==> config.mk <==
export PLATFORM = sky130hd
export DESIGN_NAME = cts_job_fifo
export DESIGN_NICKNAME = d
export VERILOG_FILES = /design/src/hdl/cts_pkg.sv /design/src/hdl/cts_job_fifo.sv
export SDC_FILE = /design/constraint.sdc
export NUM_CORES = 1
export LEC_CHECK = 0
export BUFFER_PORTS_ARGS = -buffer_cell sky130_fd_sc_hd__clkbuf_2
export CORE_MARGIN = 5
export CORE_UTILIZATION = 45
export CTS_BUF_LIST = sky130_fd_sc_hd__clkbuf_8
export DETAILED_ROUTE_END_ITERATION = 16
export HOLD_SLACK_MARGIN = 0.12
export PLACE_DENSITY = 0.7
export SETUP_SLACK_MARGIN = 0.3
export SYNTH_ARGS = -nofsm -noshare
export SYNTH_HDL_FRONTEND = slang
export SYNTH_SLANG_ARGS = --single-unit
export TNS_END_PERCENT = 10
==> constraint.sdc <==
create_clock -name clock -period 3.05 [get_ports clock]
set_input_delay 0.305 -clock clock [delete_from_list [all_inputs] [get_ports clock]]
set_output_delay 0.305 -clock clock [all_outputs]
set_load 0.02 [all_outputs]
==> src/hdl/cts_pkg.sv <==
// ----------------------------------------------------------------------------
// cts_pkg
// Shared constants, types and helpers for the centre-and-tile spike encoder.
// ----------------------------------------------------------------------------
package cts_pkg;

   localparam int SIDE         = 28;
   localparam int HALF         = 14;
   localparam int NPIX         = SIDE * SIDE;
   localparam int CELL_ROWS    = 6;
   localparam int CELL_COLS    = 8;
   localparam int SCALE        = NPIX * 10;
   localparam int MASK_W       = 48;
   localparam int MASK_IDX_W   = $clog2(MASK_W);
   localparam int ROW_IDX_W    = (CELL_ROWS > 1) ? $clog2(CELL_ROWS) : 1;
   localparam int COL_IDX_W    = (CELL_COLS > 1) ? $clog2(CELL_COLS) : 1;
   localparam int ADDR_W       = $clog2(NPIX);
   localparam int TOTAL_W      = 18;   // 784 * 255 fits
   // largest cell of the grid, in pixels
   localparam int CELL_H_MAX   = (HALF + CELL_ROWS - 1) / CELL_ROWS;
   localparam int CELL_W_MAX   = (HALF + CELL_COLS - 1) / CELL_COLS;
   localparam int CELL_PIX_MAX = CELL_H_MAX * CELL_W_MAX;
   localparam int SUM_W        = $clog2(CELL_PIX_MAX * 255 + 1);
   localparam int CNT_W        = $clog2(CELL_PIX_MAX + 1);
   localparam int RATIO_W      = 6;
   localparam int PROD_W       = TOTAL_W + RATIO_W;
   localparam int CMP_W        = PROD_W + CNT_W;

   // register indexes
   localparam logic [1:0] CSR_INK_THRESHOLD = 2'd0;
   localparam logic [1:0] CSR_LOW_RATIO     = 2'd1;
   localparam logic [1:0] CSR_HIGH_RATIO    = 2'd2;

   localparam logic [1:0] LAST_TILE = 2'd3;

   typedef struct packed {
      logic [4:0]        min_row;
      logic [4:0]        max_row;
      logic [4:0]        min_col;
      logic [4:0]        max_col;
      logic              ink;
      logic signed [2:0] shift_x;
      logic signed [2:0] shift_y;
   } job_type;

   typedef struct packed {
      logic              en;
      logic [ADDR_W-1:0] addr;
      logic [7:0]        data;
   } wr_type;

   typedef struct packed {
      logic busy;
      logic release_frame;
   } back_stat_type;

   // cell row of a quadrant row: the largest i with i * HALF <= r * CELL_ROWS
   function automatic logic [ROW_IDX_W-1:0] cell_row_of(input logic [3:0] r);
      logic [ROW_IDX_W-1:0] j;
      j = '0;
      for (int i = 1; i < CELL_ROWS; i++) begin
         if (int'(r) * CELL_ROWS >= i * HALF) begin
            j = ROW_IDX_W'(i);
         end
      end
      return j;
   endfunction

   function automatic logic [COL_IDX_W-1:0] cell_col_of(input logic [3:0] c);
      logic [COL_IDX_W-1:0] j;
      j = '0;
      for (int i = 1; i < CELL_COLS; i++) begin
         if (int'(c) * CELL_COLS >= i * HALF) begin
            j = COL_IDX_W'(i);
         end
      end
      return j;
   endfunction

endpackage

==> src/hdl/cts_job_fifo.sv <==
// ----------------------------------------------------------------------------
// cts_job_fifo
// Two-entry queue of image jobs between the loader and the back end.
// ----------------------------------------------------------------------------
module cts_job_fifo (
   input  logic              clock,
   input  logic              reset,
   input  logic              push,
   input  cts_pkg::job_type  push_data,
   input  logic              pop,
   output logic              head_valid,
   output cts_pkg::job_type  head,
   output logic              full
);

   cts_pkg::job_type entry_ff [2];
   logic             wr_ptr_ff, wr_ptr_in, rd_ptr_ff, rd_ptr_in;
   logic [1:0]       count_ff, count_in;
   logic             do_push, do_pop;

   assign full       = count_ff == 2'd2;
   assign head_valid = count_ff != 2'd0;
   assign head       = entry_ff[rd_ptr_ff];
   assign do_push    = push && !full;
   assign do_pop     = pop && head_valid;

   always_comb begin
      wr_ptr_in = do_push ? !wr_ptr_ff : wr_ptr_ff;
      rd_ptr_in = do_pop ? !rd_ptr_ff : rd_ptr_ff;
      count_in  = count_ff + 2'(do_push) - 2'(do_pop);
   end

   always_ff @(posedge clock) begin
      if (reset) begin
         wr_ptr_ff <= 1'b0;
         rd_ptr_ff <= 1'b0;
         count_ff  <= '0;
      end else begin
         wr_ptr_ff <= wr_ptr_in;
         rd_ptr_ff <= rd_ptr_in;
         count_ff  <= count_in;
      end
   end

   always_ff @(posedge clock) begin
      if (do_push) begin
         entry_ff[wr_ptr_ff] <= push_data;
      end
   end

endmodule

=== Yosys cells after proc, flatten, opt, wreduce, memory -nomap -nowiden ===
Memories as Yosys holds them, arrays and structs flattened. A register that Yosys moved wholly into a read port is not among the register bits.
Cells that the tools add are included.

* $add $sub $neg: 2
* Eq/ne operators: 1
* Mux-type cells: 4
* Reduce and logical (&&, ||, !) cells: 6

{| class="wikitable"
|+ Operators with widths
! kind !! count
|-
| $mux W1 || 4
|-
| $logic_not A1 Y1 || 3
|-
| $add A2 B1 Y2 || 1
|-
| $eq A2 B2 Y1 const B || 1
|-
| $logic_and A1 B1 Y1 || 2
|-
| $reduce_bool A2 Y1 || 1
|-
| $sub A2 B1 Y2 || 1
|}

* Bits in registers: 4
* RAM bits: 54
* Logic and storage cells: 17
* Memories kept: 1

{| class="wikitable"
|+ Memories
! memory !! depth !! bits a word !! rd ports !! clocked after memory_dff !! write ports !! RTL line !! RTL
|-
| entry_ff || 2 || 27 || 1 || 1 || 1 || cts_job_fifo.sv:16 || <nowiki>cts_pkg::job_type entry_ff [2];</nowiki>
|}

=== Logic depth before layout (Yosys ltp) ===
* Word-level depth: 5
* Mapped depth: 8
* Gate-level depth less buffers: 8

=== Least setup slack after synthesis ===
OpenSTA, ideal clock, no wires.

* Kind: reg-to-reg
* Start: register count_ff[0]
* End: memory entry_ff[0][0] in the netlist's numbering (enable)
* Library setup time: 0.382 ns
* Data arrival time: 1.418 ns
* Data required time: 2.668 ns
* Setup slack: 1.251 ns
* Stages on the path, launching flop included: 5
* Path buffers: 0
* Clock period less this slack: 1.799 ns
* Cell sequence: dfxtp_1 nand2b_2 inv_2 or3_1 inv_1

* Longest elaborated chain between the ends: 5

{| class="wikitable"
|+ RTL lines
! element !! RTL line !! RTL
|-
| start: declaration || cts_job_fifo.sv:18 || <nowiki>logic [1:0] count_ff, count_in;</nowiki>
|-
| start signal: assignment || cts_job_fifo.sv:41 || <nowiki>count_ff <= count_in;</nowiki>
|-
| $eq A2 B2 Y1 || cts_job_fifo.sv:21 || <nowiki>assign full = count_ff == 2'd2;</nowiki>
|-
| net full || cts_job_fifo.sv:13 || <nowiki>output logic full</nowiki>
|-
| $logic_not A1 Y1 || cts_job_fifo.sv:24 || <nowiki>assign do_push = push && !full;</nowiki>
|-
| $logic_and A1 B1 Y1 || cts_job_fifo.sv:24 ||
|-
| $mux W1 || cts_job_fifo.sv:46 || <nowiki>if (do_push) begin</nowiki>
|-
| $mux W1 (not written as such) || cts_job_fifo.sv:47 || <nowiki>entry_ff[wr_ptr_ff] <= push_data;</nowiki>
|-
| end: declaration || cts_job_fifo.sv:16 ||
|}

The timed path passes the listed nets, and every way through them passes these cells.

==> summary.md <==
| Metric | Value |
|---|---|
| Clock latency on the worst-skew pair | between 0.3 and 0.4 ns |
| Starting Density | 46.1% |
| Syn Area/Cell | 19.8 um2 |
| Sw Share | 29.8% |
| Worst-path cell with the longest stage delay | dfxtp_1 |
| Clk sinks | between 50 and 60 |
| Die Width | 79.6 um |
| Hold_buf cts | 0 |
| Pre-CTS WS | 1.33 ns |
| Via/cell ratio | ~4.6 |
| Hold crit path type | in -> reg |
| WL/cell | 15.3 um |
| Combinational power share | 26.6% |
| Nets | about 210 |
| CTS tree | yes |
| Cell Pwr Density | 848 nW/um2 |
| Post-synth cell types | 20 |
| Final Skew | 0.00699 ns |
| Dpl hpwl | 2620 um |
| Max incr delay on CP | about 0.51 ns |
| Area Overhead vs Synth | 25.6% |
| Post-synthesis cell area | 2180 um2 |
| Site row count | 25 |
| Fmax | just under 500 MHz |
| Synth Register Bits | ~60 |
| Yosys top cell area share | 74.4% |
| Final setup vio count | 0 |
| Max_cap viols | 0 |
| Diodes inserted | 0 |
| Data arrival, critical path | between 1.5 and 2 ns |
| Multi-input gate area | 423 um2 |
| Most frequent cells after synthesis | 54 x edfxtp_1, 27 x mux2_2, 5 x dfxtp_1 |
| Sequential standard cell area | 1720 um2 |
| Global Route Usage Sum | 14.1% |
| DR DRC count | 0 |
| PortBufs | ~60 |
| Vias in the first global route | 1291 |
| Die Y | 79.6 um |
| Total number of vias | 1163 |
| Power Total | 2.32 mW |
| Fraction of layout cells with a size suffix above 1 | 57.6% |
| Initial DRC count | 56 |
| Crit end category | primary output |
| Setup bufs post-CTS | 0 |
| Final Max Tran Viols | 0 |
| Number of I/O pins | 60 |
| Post-synth EDFFs | 54 |
| FILL cells | 379 |
| Syn Inst Count | between 100 and 150 |
| Status | completed |
| Most used DFF post-synth | edfxtp_1 |
| Area leader, netlist | edfxtp_1 |
| Flop pwr share | a little under half |
| Final Util | 58.0% |
| Drt pass-1 iters | 4 |
| Unrepaired setup endpoints after global routing | no |
| Die area | 6340 um2 |
| Yosys warnings | 0 |
| H-Tree Depth | 3 |
| Clock power share | 28.1% |
| Period utilization | 67.3% |
| Post-layout minimum cycle time | 2.05 ns |
| Lkg Pwr | between 1 and 1.5 nW |
| Pint | 1.63 mW |
| Core area | 4720 um2 |
| Placer Congestion | 0.649 |
| Register area share after synthesis | 79.0% |
| Final hold vios | 0 |
| Pin count of the biggest net entering global routing | 28 |
| Net Count, Synth | 143 |
| Synth top area cells | edfxtp_1 74%, mux2_2 14%, dfxtp_1 4.6%, ha_1 1.1%, xnor2_1 0.80% |
| Top-count cell post-synth | edfxtp_1 |
| Global route overflow | 0 |
| Root Buffer | clkbuf_8 |
| CP startpoint kind | flip-flop |
| Least-Margin Pin Slew | between 0.6 and 0.7 ns |
| Final WS setup | 0.998 ns |
| Critical path type | reg -> out |
| CTS Buf Count | 9 |
| Initial antenna violation count | 0 |
| Worst IR Drop VDD | 467 uV |
| First-pass GRT wire length | 6330 um |
| CTS max path bufs | 2 |
| Setup TNS | 0 ns |
| Synth async-reset ratio | 0% |
| Post_cts resized | 0 |
| Worst-path clk slew | roughly 0.060 ns |
| CP required | 2.74 ns |
| Post-DRT Antenna Nets | 0 |
| Switching pwr | 692 uW |
| DRT Wirelength | 3840 um |
| Slew margin rel. | a little under three fifths |
| Crit path max fanout | 20 |
| Crit path cell chain | buf_4, mux2_2, clkbuf_2 |
-- cells by family after synthesis --
| kind of cell | share of synthesized area (%) |
|---|---|
| simple gates | 2.30 |
| mux | 13.9 |
| fa+ha+maj | 1.15 |
| compound gates | 0.803 |
| xor+xnor | 1.21 |
| buf+inv | 1.61 |
| flops | 79.0 |
-- area by class of cell --
class,instances,area share (%)
well taps,67,3.06
repair buffers,61,11.3
multi-input cells,44,15.4
inverters,4,0.548
flip-flops and latches,59,62.9
clock inverters,7,2.19
clock buffers,9,4.52
-- layout by cell type, fill, tap and decap left out, drive strengths merged --
| cell type | count |
|---|---|
| clkbuf | 68 |
| edfxtp | 54 |
| mux2 | 27 |
| dfxtp | 5 |
| inv | 5 |
| clkinv | 4 |
| nor2 | 3 |
| xnor2 | 2 |
| ha | 2 |
| buf | 2 |
| o21a | 1 |
| nand2b | 1 |
| nand2 | 1 |
| or2 | 1 |
| and3 | 1 |
| or3 | 1 |
| nor2b | 1 |
| o21ai | 1 |
| a21oi | 1 |
| xor2 | 1 |
| clkinvlp | 1 |
| bufinv | 1 |
-- critical path, delay by kind of cell (launching register included) --
family | cells | cell delay (ns)
buf+inv | 2 | 0.52
mux | 1 | 0.39
flops | 1 | 0.51
-- final timing paths --
check | startpoint | to | slack [ns] | depth (start not counted)
worst max register to register | count_ff[0] | entry_ff[0][20] | 1.42 | 5
worst min-delay path | push_data[18] | entry_ff[1][18] | 0.16 | 1
worst max-delay path | flip-flop | head[21] | 1.0 | 3
worst min register to register | wr_ptr_ff | wr_ptr_ff | 0.50 | 2
-- power groups by stage --
| stage | clock (mW) | combinational (mW) | sequential (mW) |
|---|---|---|---|
| final | 0.652 | 0.619 | 1.05 |
| after global routing | 0.717 | 0.672 | 1.06 |
| after detailed placement | 0 | 0.627 | 1.07 |
| after floorplan | 0 | 0.453 | 1.05 |
| after CTS | 0.673 | 0.632 | 1.05 |
| after global placement | 0 | 0.612 | 1.06 |
-- state kept, by name, summed over array words and instances, names as in the netlist, named ones only --
name,cells
wr_ptr_ff,1
rd_ptr_ff,1
count_ff,2
entry_ff,54
-- through the flow --
| step | hold slack, ns | cell area (um2) | instances |
|---|---|---|---|
| global route | 0.144 | 2740 | 251 |
| global placement | 0.468 | 2550 | 235 |
| CTS | 0.143 | 2740 | 251 |
| finish | 0.163 | 2740 | 251 |
| detailed placement | 0.492 | 2550 | 235 |
| floorplan | 0.374 | 2180 | 110 |
-- metal layers --
layer	GRT usage (%)	part of all wire (%)	vias to the layer above
met1	15.7	41	558
met2	21.8	49	43
met5	0	0	-
li1	-	-	553
met4	9.79	2.3	0
met3	5.76	7.6	9
No activity file was read; power rests on OpenSTA's default activity.
