==> src/hdl/cts_pkg.sv <==
// ----------------------------------------------------------------------------
// cts_pkg
// Shared constants, types and helpers for the centre-and-tile spike encoder.
// ----------------------------------------------------------------------------
package cts_pkg;

   localparam int SIDE         = 28;
   localparam int HALF         = 14;
   localparam int NPIX         = SIDE * SIDE;
   localparam int CELL_ROWS    = 6;
   localparam int CELL_COLS    = 8;
   localparam int SCALE        = NPIX * 10;
   localparam int MASK_W       = 48;
   localparam int MASK_IDX_W   = $clog2(MASK_W);
   localparam int ROW_IDX_W    = (CELL_ROWS > 1) ? $clog2(CELL_ROWS) : 1;
   localparam int COL_IDX_W    = (CELL_COLS > 1) ? $clog2(CELL_COLS) : 1;
   localparam int ADDR_W       = $clog2(NPIX);
   localparam int TOTAL_W      = 18;   // 784 * 255 fits
   // largest cell of the grid, in pixels
   localparam int CELL_H_MAX   = (HALF + CELL_ROWS - 1) / CELL_ROWS;
   localparam int CELL_W_MAX   = (HALF + CELL_COLS - 1) / CELL_COLS;
   localparam int CELL_PIX_MAX = CELL_H_MAX * CELL_W_MAX;
   localparam int SUM_W        = $clog2(CELL_PIX_MAX * 255 + 1);
   localparam int CNT_W        = $clog2(CELL_PIX_MAX + 1);
   localparam int RATIO_W      = 6;
   localparam int PROD_W       = TOTAL_W + RATIO_W;
   localparam int CMP_W        = PROD_W + CNT_W;

   // register indexes
   localparam logic [1:0] CSR_INK_THRESHOLD = 2'd0;
   localparam logic [1:0] CSR_LOW_RATIO     = 2'd1;
   localparam logic [1:0] CSR_HIGH_RATIO    = 2'd2;

   localparam logic [1:0] LAST_TILE = 2'd3;

   typedef struct packed {
      logic [4:0]        min_row;
      logic [4:0]        max_row;
      logic [4:0]        min_col;
      logic [4:0]        max_col;
      logic              ink;
      logic signed [2:0] shift_x;
      logic signed [2:0] shift_y;
   } job_type;

   typedef struct packed {
      logic              en;
      logic [ADDR_W-1:0] addr;
      logic [7:0]        data;
   } wr_type;

   typedef struct packed {
      logic busy;
      logic release_frame;
   } back_stat_type;

   // cell row of a quadrant row: the largest i with i * HALF <= r * CELL_ROWS
   function automatic logic [ROW_IDX_W-1:0] cell_row_of(input logic [3:0] r);
      logic [ROW_IDX_W-1:0] j;
      j = '0;
      for (int i = 1; i < CELL_ROWS; i++) begin
         if (int'(r) * CELL_ROWS >= i * HALF) begin
            j = ROW_IDX_W'(i);
         end
      end
      return j;
   endfunction

   function automatic logic [COL_IDX_W-1:0] cell_col_of(input logic [3:0] c);
      logic [COL_IDX_W-1:0] j;
      j = '0;
      for (int i = 1; i < CELL_COLS; i++) begin
         if (int'(c) * CELL_COLS >= i * HALF) begin
            j = COL_IDX_W'(i);
         end
      end
      return j;
   endfunction

endpackage

==> src/hdl/cts_front.sv <==
// ----------------------------------------------------------------------------
// cts_front
// Pixel loader: writes the frame store, tracks the ink bounding box and
// hands one job per image to the back end.
// ----------------------------------------------------------------------------
module cts_front (
   input  logic                    clock,
   input  logic                    reset,
   input  logic                    req_valid,
   output logic                    req_ready,
   input  logic [7:0]              req_pixel,
   input  logic signed [2:0]       req_shift_x,
   input  logic signed [2:0]       req_shift_y,
   input  logic [7:0]              ink_threshold,
   input  logic                    release_frame,
   output cts_pkg::wr_type         wr,
   output logic                    job_push,
   output cts_pkg::job_type        job
);

   logic [4:0]                 row_ff, row_in, col_ff, col_in;
   logic [cts_pkg::ADDR_W-1:0] pos_ff, pos_in;
   logic [4:0]                 min_r_ff, min_r_in, max_r_ff, max_r_in;
   logic [4:0]                 min_c_ff, min_c_in, max_c_ff, max_c_in;
   logic                       ink_ff, ink_in;
   logic signed [2:0]          sx_ff, sx_in, sy_ff, sy_in;
   logic                       lock_ff, lock_in;
   logic                       acc, is_ink, end_img;
   logic [4:0]                 bmin_r, bmax_r, bmin_c, bmax_c;

   assign req_ready = !lock_ff;
   assign acc       = req_valid && req_ready;
   assign is_ink    = req_pixel > ink_threshold;
   assign end_img   = (row_ff == 5'(cts_pkg::SIDE - 1)) && (col_ff == 5'(cts_pkg::SIDE - 1));

   always_comb begin
      bmin_r = (is_ink && row_ff < min_r_ff) ? row_ff : min_r_ff;
      bmax_r = (is_ink && row_ff > max_r_ff) ? row_ff : max_r_ff;
      bmin_c = (is_ink && col_ff < min_c_ff) ? col_ff : min_c_ff;
      bmax_c = (is_ink && col_ff > max_c_ff) ? col_ff : max_c_ff;
   end

   always_comb begin
      row_in   = row_ff;
      col_in   = col_ff;
      pos_in   = pos_ff;
      min_r_in = min_r_ff;
      max_r_in = max_r_ff;
      min_c_in = min_c_ff;
      max_c_in = max_c_ff;
      ink_in   = ink_ff;
      sx_in    = sx_ff;
      sy_in    = sy_ff;
      lock_in  = lock_ff;
      if (release_frame) begin
         lock_in = 1'b0;
      end
      if (acc) begin
         if (end_img) begin
            // image complete: hand it over and hold off until the back end frees the store
            row_in   = '0;
            col_in   = '0;
            pos_in   = '0;
            min_r_in = 5'(cts_pkg::SIDE);
            min_c_in = 5'(cts_pkg::SIDE);
            max_r_in = '0;
            max_c_in = '0;
            ink_in   = 1'b0;
            sx_in    = '0;
            sy_in    = '0;
            lock_in  = 1'b1;
         end else begin
            pos_in   = pos_ff + 1'b1;
            if (col_ff == 5'(cts_pkg::SIDE - 1)) begin
               col_in = '0;
               row_in = row_ff + 1'b1;
            end else begin
               col_in = col_ff + 1'b1;
            end
            min_r_in = bmin_r;
            max_r_in = bmax_r;
            min_c_in = bmin_c;
            max_c_in = bmax_c;
            ink_in   = ink_ff || is_ink;
            if (pos_ff == '0) begin
               sx_in = req_shift_x;
               sy_in = req_shift_y;
            end
         end
      end
   end

   always_ff @(posedge clock) begin
      if (reset) begin
         row_ff   <= '0;
         col_ff   <= '0;
         pos_ff   <= '0;
         min_r_ff <= 5'(cts_pkg::SIDE);
         min_c_ff <= 5'(cts_pkg::SIDE);
         max_r_ff <= '0;
         max_c_ff <= '0;
         ink_ff   <= 1'b0;
         sx_ff    <= '0;
         sy_ff    <= '0;
         lock_ff  <= 1'b0;
      end else begin
         row_ff   <= row_in;
         col_ff   <= col_in;
         pos_ff   <= pos_in;
         min_r_ff <= min_r_in;
         min_c_ff <= min_c_in;
         max_r_ff <= max_r_in;
         max_c_ff <= max_c_in;
         ink_ff   <= ink_in;
         sx_ff    <= sx_in;
         sy_ff    <= sy_in;
         lock_ff  <= lock_in;
      end
   end

   always_comb begin
      wr.en        = acc;
      wr.addr      = pos_ff;
      wr.data      = req_pixel;
      job_push     = acc && end_img;
      job.min_row  = bmin_r;
      job.max_row  = bmax_r;
      job.min_col  = bmin_c;
      job.max_col  = bmax_c;
      job.ink      = ink_ff || is_ink;
      job.shift_x  = sx_ff;
      job.shift_y  = sy_ff;
   end

endmodule

==> config.mk <==
export PLATFORM = sky130hd
export DESIGN_NAME = cts_front
export DESIGN_NICKNAME = d
export VERILOG_FILES = /design/src/hdl/cts_pkg.sv /design/src/hdl/cts_front.sv
export SDC_FILE = /design/constraint.sdc
export NUM_CORES = 1
export LEC_CHECK = 0
export BUFFER_PORTS_ARGS = -buffer_cell sky130_fd_sc_hd__buf_2
export CORE_ASPECT_RATIO = 1.25
export CORE_MARGIN = 4
export CORE_UTILIZATION = 40
export CTS_CLUSTER_DIAMETER = 40
export CTS_CLUSTER_SIZE = 40
export DETAILED_ROUTE_END_ITERATION = 16
export PLACE_DENSITY = 0.65
export SYNTH_ARGS = -nofsm -noshare
export SYNTH_HDL_FRONTEND = slang
export SYNTH_SLANG_ARGS = --single-unit
==> constraint.sdc <==
create_clock -name clock -period 2.4 [get_ports clock]
set_input_delay 0.48 -clock clock [delete_from_list [all_inputs] [get_ports clock]]
set_output_delay 0.48 -clock clock [all_outputs]
set_load 0.03 [all_outputs]
* Yosys cells after proc, flatten, opt, wreduce, memory -nomap -nowiden *
Cells that the tools add are included.

storage, ports and cells
  output and inout port bits = 48
  register bits after elaboration = 48
  input port bits = 26
  logic and storage cells = 56

operators by class
  $lt $le $gt $ge = 5
  $add $sub $neg = 3
  eq/ne operators = 2
  reduce and logical (&&, ||, !) cells = 14
  multiplexer cells = 21

operator list
  kind                   number
  $mux 5                 12
  $mux 3                 4
  $add 10x1->10 const B  1
  $add 5x1->5 const B    2
  $eq 5x5->1 const B     2
  $gt 5x5->1             2
  $logic_not 10->1       1
  $lt 5x5->1             2
  $mux 10                1
  $gt 8x8->1             1
  $logic_and 1x1->1      7
  $mux 1                 4
  $reduce_and 2->1       2
  $reduce_bool 2->1      2
  $logic_not 1->1        1
  $logic_or 1x1->1       1

* Depth between registers and ports, before layout *
  depth in word-level cells = 4
  depth in mapped cells = 9
  mapped depth without buffers = 8

* Least setup slack after synthesis *
Ideal clock, no wire load.

  path type = input -> output
  start = input ink_threshold[1]
  end = output job[10] (netlist name)
  buffers on the path = 1
  data required time = 1.920 ns
  path slack = -0.409 ns
  data arrival time = 2.329 ns
  cell stages on the path = 8
  cell sequence = inv_1 -> ha_1 -> nor2b_1 -> o211a_1 -> o21bai_4 -> a2111oi_4 -> buf_4 -> o21ai_0

RTL lines
  item         line             text
  from (decl)  cts_front.sv:14  input logic [7:0] ink_threshold,
  to (decl)    cts_front.sv:18  output cts_pkg::job_type job

==> results.md <==
- The final reports fail on negative setup slack.
- The overall fraction of global-route tracks in use is 17.63%.
- The first routing iteration left 123 violations.
- The initial antenna violation count came to 0.
- The data arrival at the endpoint of the critical path is 2.32 ns.
- The maximum net fanout on the critical path is 6.
- In this run the cell area measured after placement is 3933 µm².
- The critical path crosses 10 cells after its start point.
- The site row count is 35.
- The number of nets handed over by synthesis was 401.
- The first global-routing pass estimated 13140 µm of wire.
- The slowest stage cell on the critical path is a2111oi_4.
- Sorting the synthesized cells by area gives the leading types as dfxtp_1, ha_1, mux2_2, nand2_1, inv_1.
- Timing would allow up to 357.0 MHz.
- The signal on the critical path passes through buf_8 -> inv_12 -> ha_4 -> nor2b_4 -> o211a_1 -> o21bai_4 -> a2111oi_4 -> clkbuf_16 -> mux2_4 -> buf_6.
- The flow ran to the end, but the final reports show violations.
- The top cell type by total area after synthesis is dfxtp_1.
- The number of endpoints failing setup at the final stage is 21.
- The cell class contributing the biggest share of worst-path delay is compound AO/OA/AOI/OAI gates.
- For hold timing, the worst endpoint is sx_ff[2].
- The wire length reported by the detailed router is 7897 µm.
- The root buffer cell is clkbuf_8.
- The detailed router placed 2796 vias in this run.
- After routing, the total negative slack on setup checks comes to -6.348 ns.
- The count of maximum capacitance violations is 0.
- During I/O placement, the number of pins put on the boundary was 74.
- The tightest hold path in the finished design has a slack of 0.4239 ns.
- The count of nets left with antenna violations once routing finished came out at 0.
- The area overhead of the layout relative to synthesis is 46.44%.
- The endpoint class of the critical path is an output pin.
- The height of the die is 105.7 µm.
- The clock passes through at most 2 buffers.
- The data required time at the worst endpoint is 1.92 ns.
- OpenSTA, run right after detailed placement, puts the worst setup slack at -0.5146 ns.
- Cells with a size suffix above 1 make up 47.60% of the layout.
- The number of different library cells in the post-synthesis netlist is 51.
- The worst hold path passes through 3 cells.
- The proportion of synthesized flip-flops having asynchronous set or reset is 0%.
- The final hold violation count is 0.
- The largest vdd supply drop is 0.0002946 V.
- The detail-routed via count per cell is 5.084.
- The clock latency on the worst-skew pair is 0.30 ns.
- The commonest register cell after synthesis is dfxtp_1.
- The number of enable-type register cells in the synthesized netlist is 0.
- The type of the most critical hold path is in2reg.
- Clock tree synthesis inserted a total of 5 buffers.
- Measured against its own limit, the worst slew margin works out to 65.20%.
- The core box area is 7401 µm².
- In this run the critical register-to-register path is launched from max_c_ff[2].
- The final estimated routing congestion in global placement is 0.8160.
- For this run, design rule violations remaining after detail routing come to 0.
- The die is 86.17 µm wide.
- For this design the static power due to leakage is 2.071 nW.
- The design draws 1.951 mW.
- The minimum clock period is 2.801 ns.
- Setup repair after global routing could not meet its margin everywhere.
- The via count of the first global-routing pass was 2860.
- The largest stage delay on the critical path is 0.36 ns.
- Dividing the detail-routed wire length by the instance count gives 14.36 µm.
- Of the available clock period, the critical path in the final layout requires 116.7%.
- The area of all placed cells without fillers is 4474 µm².
- The total of fill cells in the finished design is 625.
- The max-slew violation total from the final report came to 0.
- The die outline area is 9109 µm².
- The length of the first detailed-routing pass in iterations is 4.
- The TritonCTS clock tree is built.
- The aggregate global routing overflow is 0.
- The worst hold path begins at req_shift_x[2].
- Of the synthesized area, sequential elements account for 31.45%.
- The final layout contains 513 nets.
- In this run the critical register-to-register path is captured at max_c_ff[4].
- For this run, the number of Yosys warnings is 0.
- The nature of the critical path startpoint is an input pin.
- By startpoint and endpoint, the worst setup path is classified as in2out.
- The reg-to-reg setup timing slack is 0.10 ns.
- Once the floorplan was initialized, standard cells occupied 41.28% of the core.
- The HPWL after detailed placement is 5707 µm.
- After synthesis, the largest area contributor takes up 31.45% of total cell area.
- Counting both buffers and inverters, the worst setup path holds a total of 4.
- The maximum number of pins on one net before global-route repair is 27.
- In this run the number of H-tree levels came out at 2.
- The clock-pin slew on the worst setup and hold paths is 0.09 ns.
- In the synthesized netlist, the cells that appear most often are dfxtp_1, nand2_1, inv_1.
- The transition time at the pin with the least slew margin is 0.5219 ns.
- Input and output buffers added on the ports amount to 73.
- The dominant cell by count in the synthesized netlist is dfxtp_1.
- The total standard cell area after synthesis is 3055 µm².
- Counting flops and latches in the post-synthesis netlist gives 48.
- Synthesis produced a netlist whose cell count is 345.
- Dividing total power by cell area gives a power density of 436.0 nW/µm².
- In the post-route analysis, the smallest setup slack over all paths is -0.4013 ns.
- Measured in cells, the most critical reg-to-reg path has a length of 12.
- The average instance area after synthesis is 8.856 µm².
- For the final database, setup skew stands at 0.009689 ns.
- The final antenna diode count is 0.
- Counting every sink on the clock net gives 48.
==> worst max path at each step <==
stage	to	from
floorplan	job[20]	ink_threshold[1]
global placement	job[12]	ink_threshold[1]
detailed placement	job[22]	ink_threshold[1]
CTS	job[17]	ink_threshold[7]
global route	job[17]	max_r_ff[1]
finish	job[7]	ink_threshold[1]
==> tightest hold or removal path: cells and delay by family <==
kind / cells / cell delay [ns]
buffers and inverters: 1 / 0.08
and+or+nand+nor: 1 / 0.07
AOI/OAI and AO/OA: 1 / 0.06
==> area by class of cell <==
type,instances,area [µm²],share of cell area (%)
inverter,34,145.1,3.244
clock inverter,3,42.54,0.9508
tap,92,115.1,2.573
clock buffer,5,68.82,1.538
multi-input combinational,240,2206,49.30
timing repair buffer,128,925.9,20.69
sequential,48,970.9,21.70
==> logic make-up after synthesis <==
group | after synthesis | synth area share (%)
xor gates and xnor gates | 14 | 4.013
muxes | 18 | 6.388
DFF | 48 | 31.45
buffers and inverters | 57 | 9.091
adders and majority gates | 30 | 12.29
AOI/OAI and AO/OA | 66 | 18.43
and+or+nand+nor | 112 | 18.35
==> report_power, final <==
part / total [mW] / internal (mW) / switching, mW
Sequential: 0.842 / 0.822 / 0.0197
Clock: 0.588 / 0.309 / 0.279
Combinational: 0.521 / 0.231 / 0.290
Total: 1.95 / 1.36 / 0.588
==> sequential cells by signal, summed over array words and instances (netlist names) <==
register and flops:
col_ff 5, ink_ff 1, lock_ff 1, max_c_ff 5, max_r_ff 5, min_c_ff 5, min_r_ff 5, pos_ff 10
row_ff 5, sx_ff 3, sy_ff 3
==> timing repair <==
| item | in CTS | in global routing |
|---|---|---|
| setup buffers | 6 | 2 |
| pin swaps | 18 | 8 |
| hold buffers | 0 | 0 |
| hold endpoints to repair | 0 | 0 |
| resized for setup | 69 | 16 |
| cloned | 0 | 0 |
| setup endpoints to repair | 22 | 22 |
==> per-stage QoR <==
step | std cells | utilization (%)
floorplan | 345 | -
global placement | 534 | 53.14
detailed placement | 534 | 53.14
CTS | 548 | 59.22
global route | 550 | 60.46
finish | 550 | 60.46
==> placed cells by master, fill, tap and decap left out, drive strengths merged, types with 2 or more instances in the layout <==
master / Yosys / routed
o21bai: 3 / 3
nor3: 6 / 6
a21oi: 12 / 12
nand2b: 4 / 4
nand4b: 2 / 2
nand2: 34 / 34
xnor2: 3 / 3
nor2: 30 / 30
o22ai: 2 / 2
mux2i: 6 / 6
dfxtp: 48 / 48
a21o: 5 / 5
clkbuf: 3 / 6
a22oi: 6 / 6
nand3: 11 / 11
or2: 2 / 2
a2111oi: 2 / 2
and3: 3 / 3
o21ai: 11 / 11
or3: 2 / 2
xor2: 11 / 11
a221oi: 2 / 2
buf: 20 / 127
nor3b: 3 / 3
nand4: 7 / 7
a211oi: 4 / 4
mux2: 12 / 12
a32o: 10 / 10
nor2b: 3 / 3
inv: 34 / 34
ha: 30 / 30
o211ai: 6 / 6
==> per-layer routing <==
layer,vias to the layer above,share of wire (%),global-route usage [%]
met5,-,0,0
met4,0,1.4,5.122
met3,10,5.2,2.424
met2,77,51,32.41
met1,1285,42,20.88
li1,1424,-,-
Power figures use the tool's default switching activity.
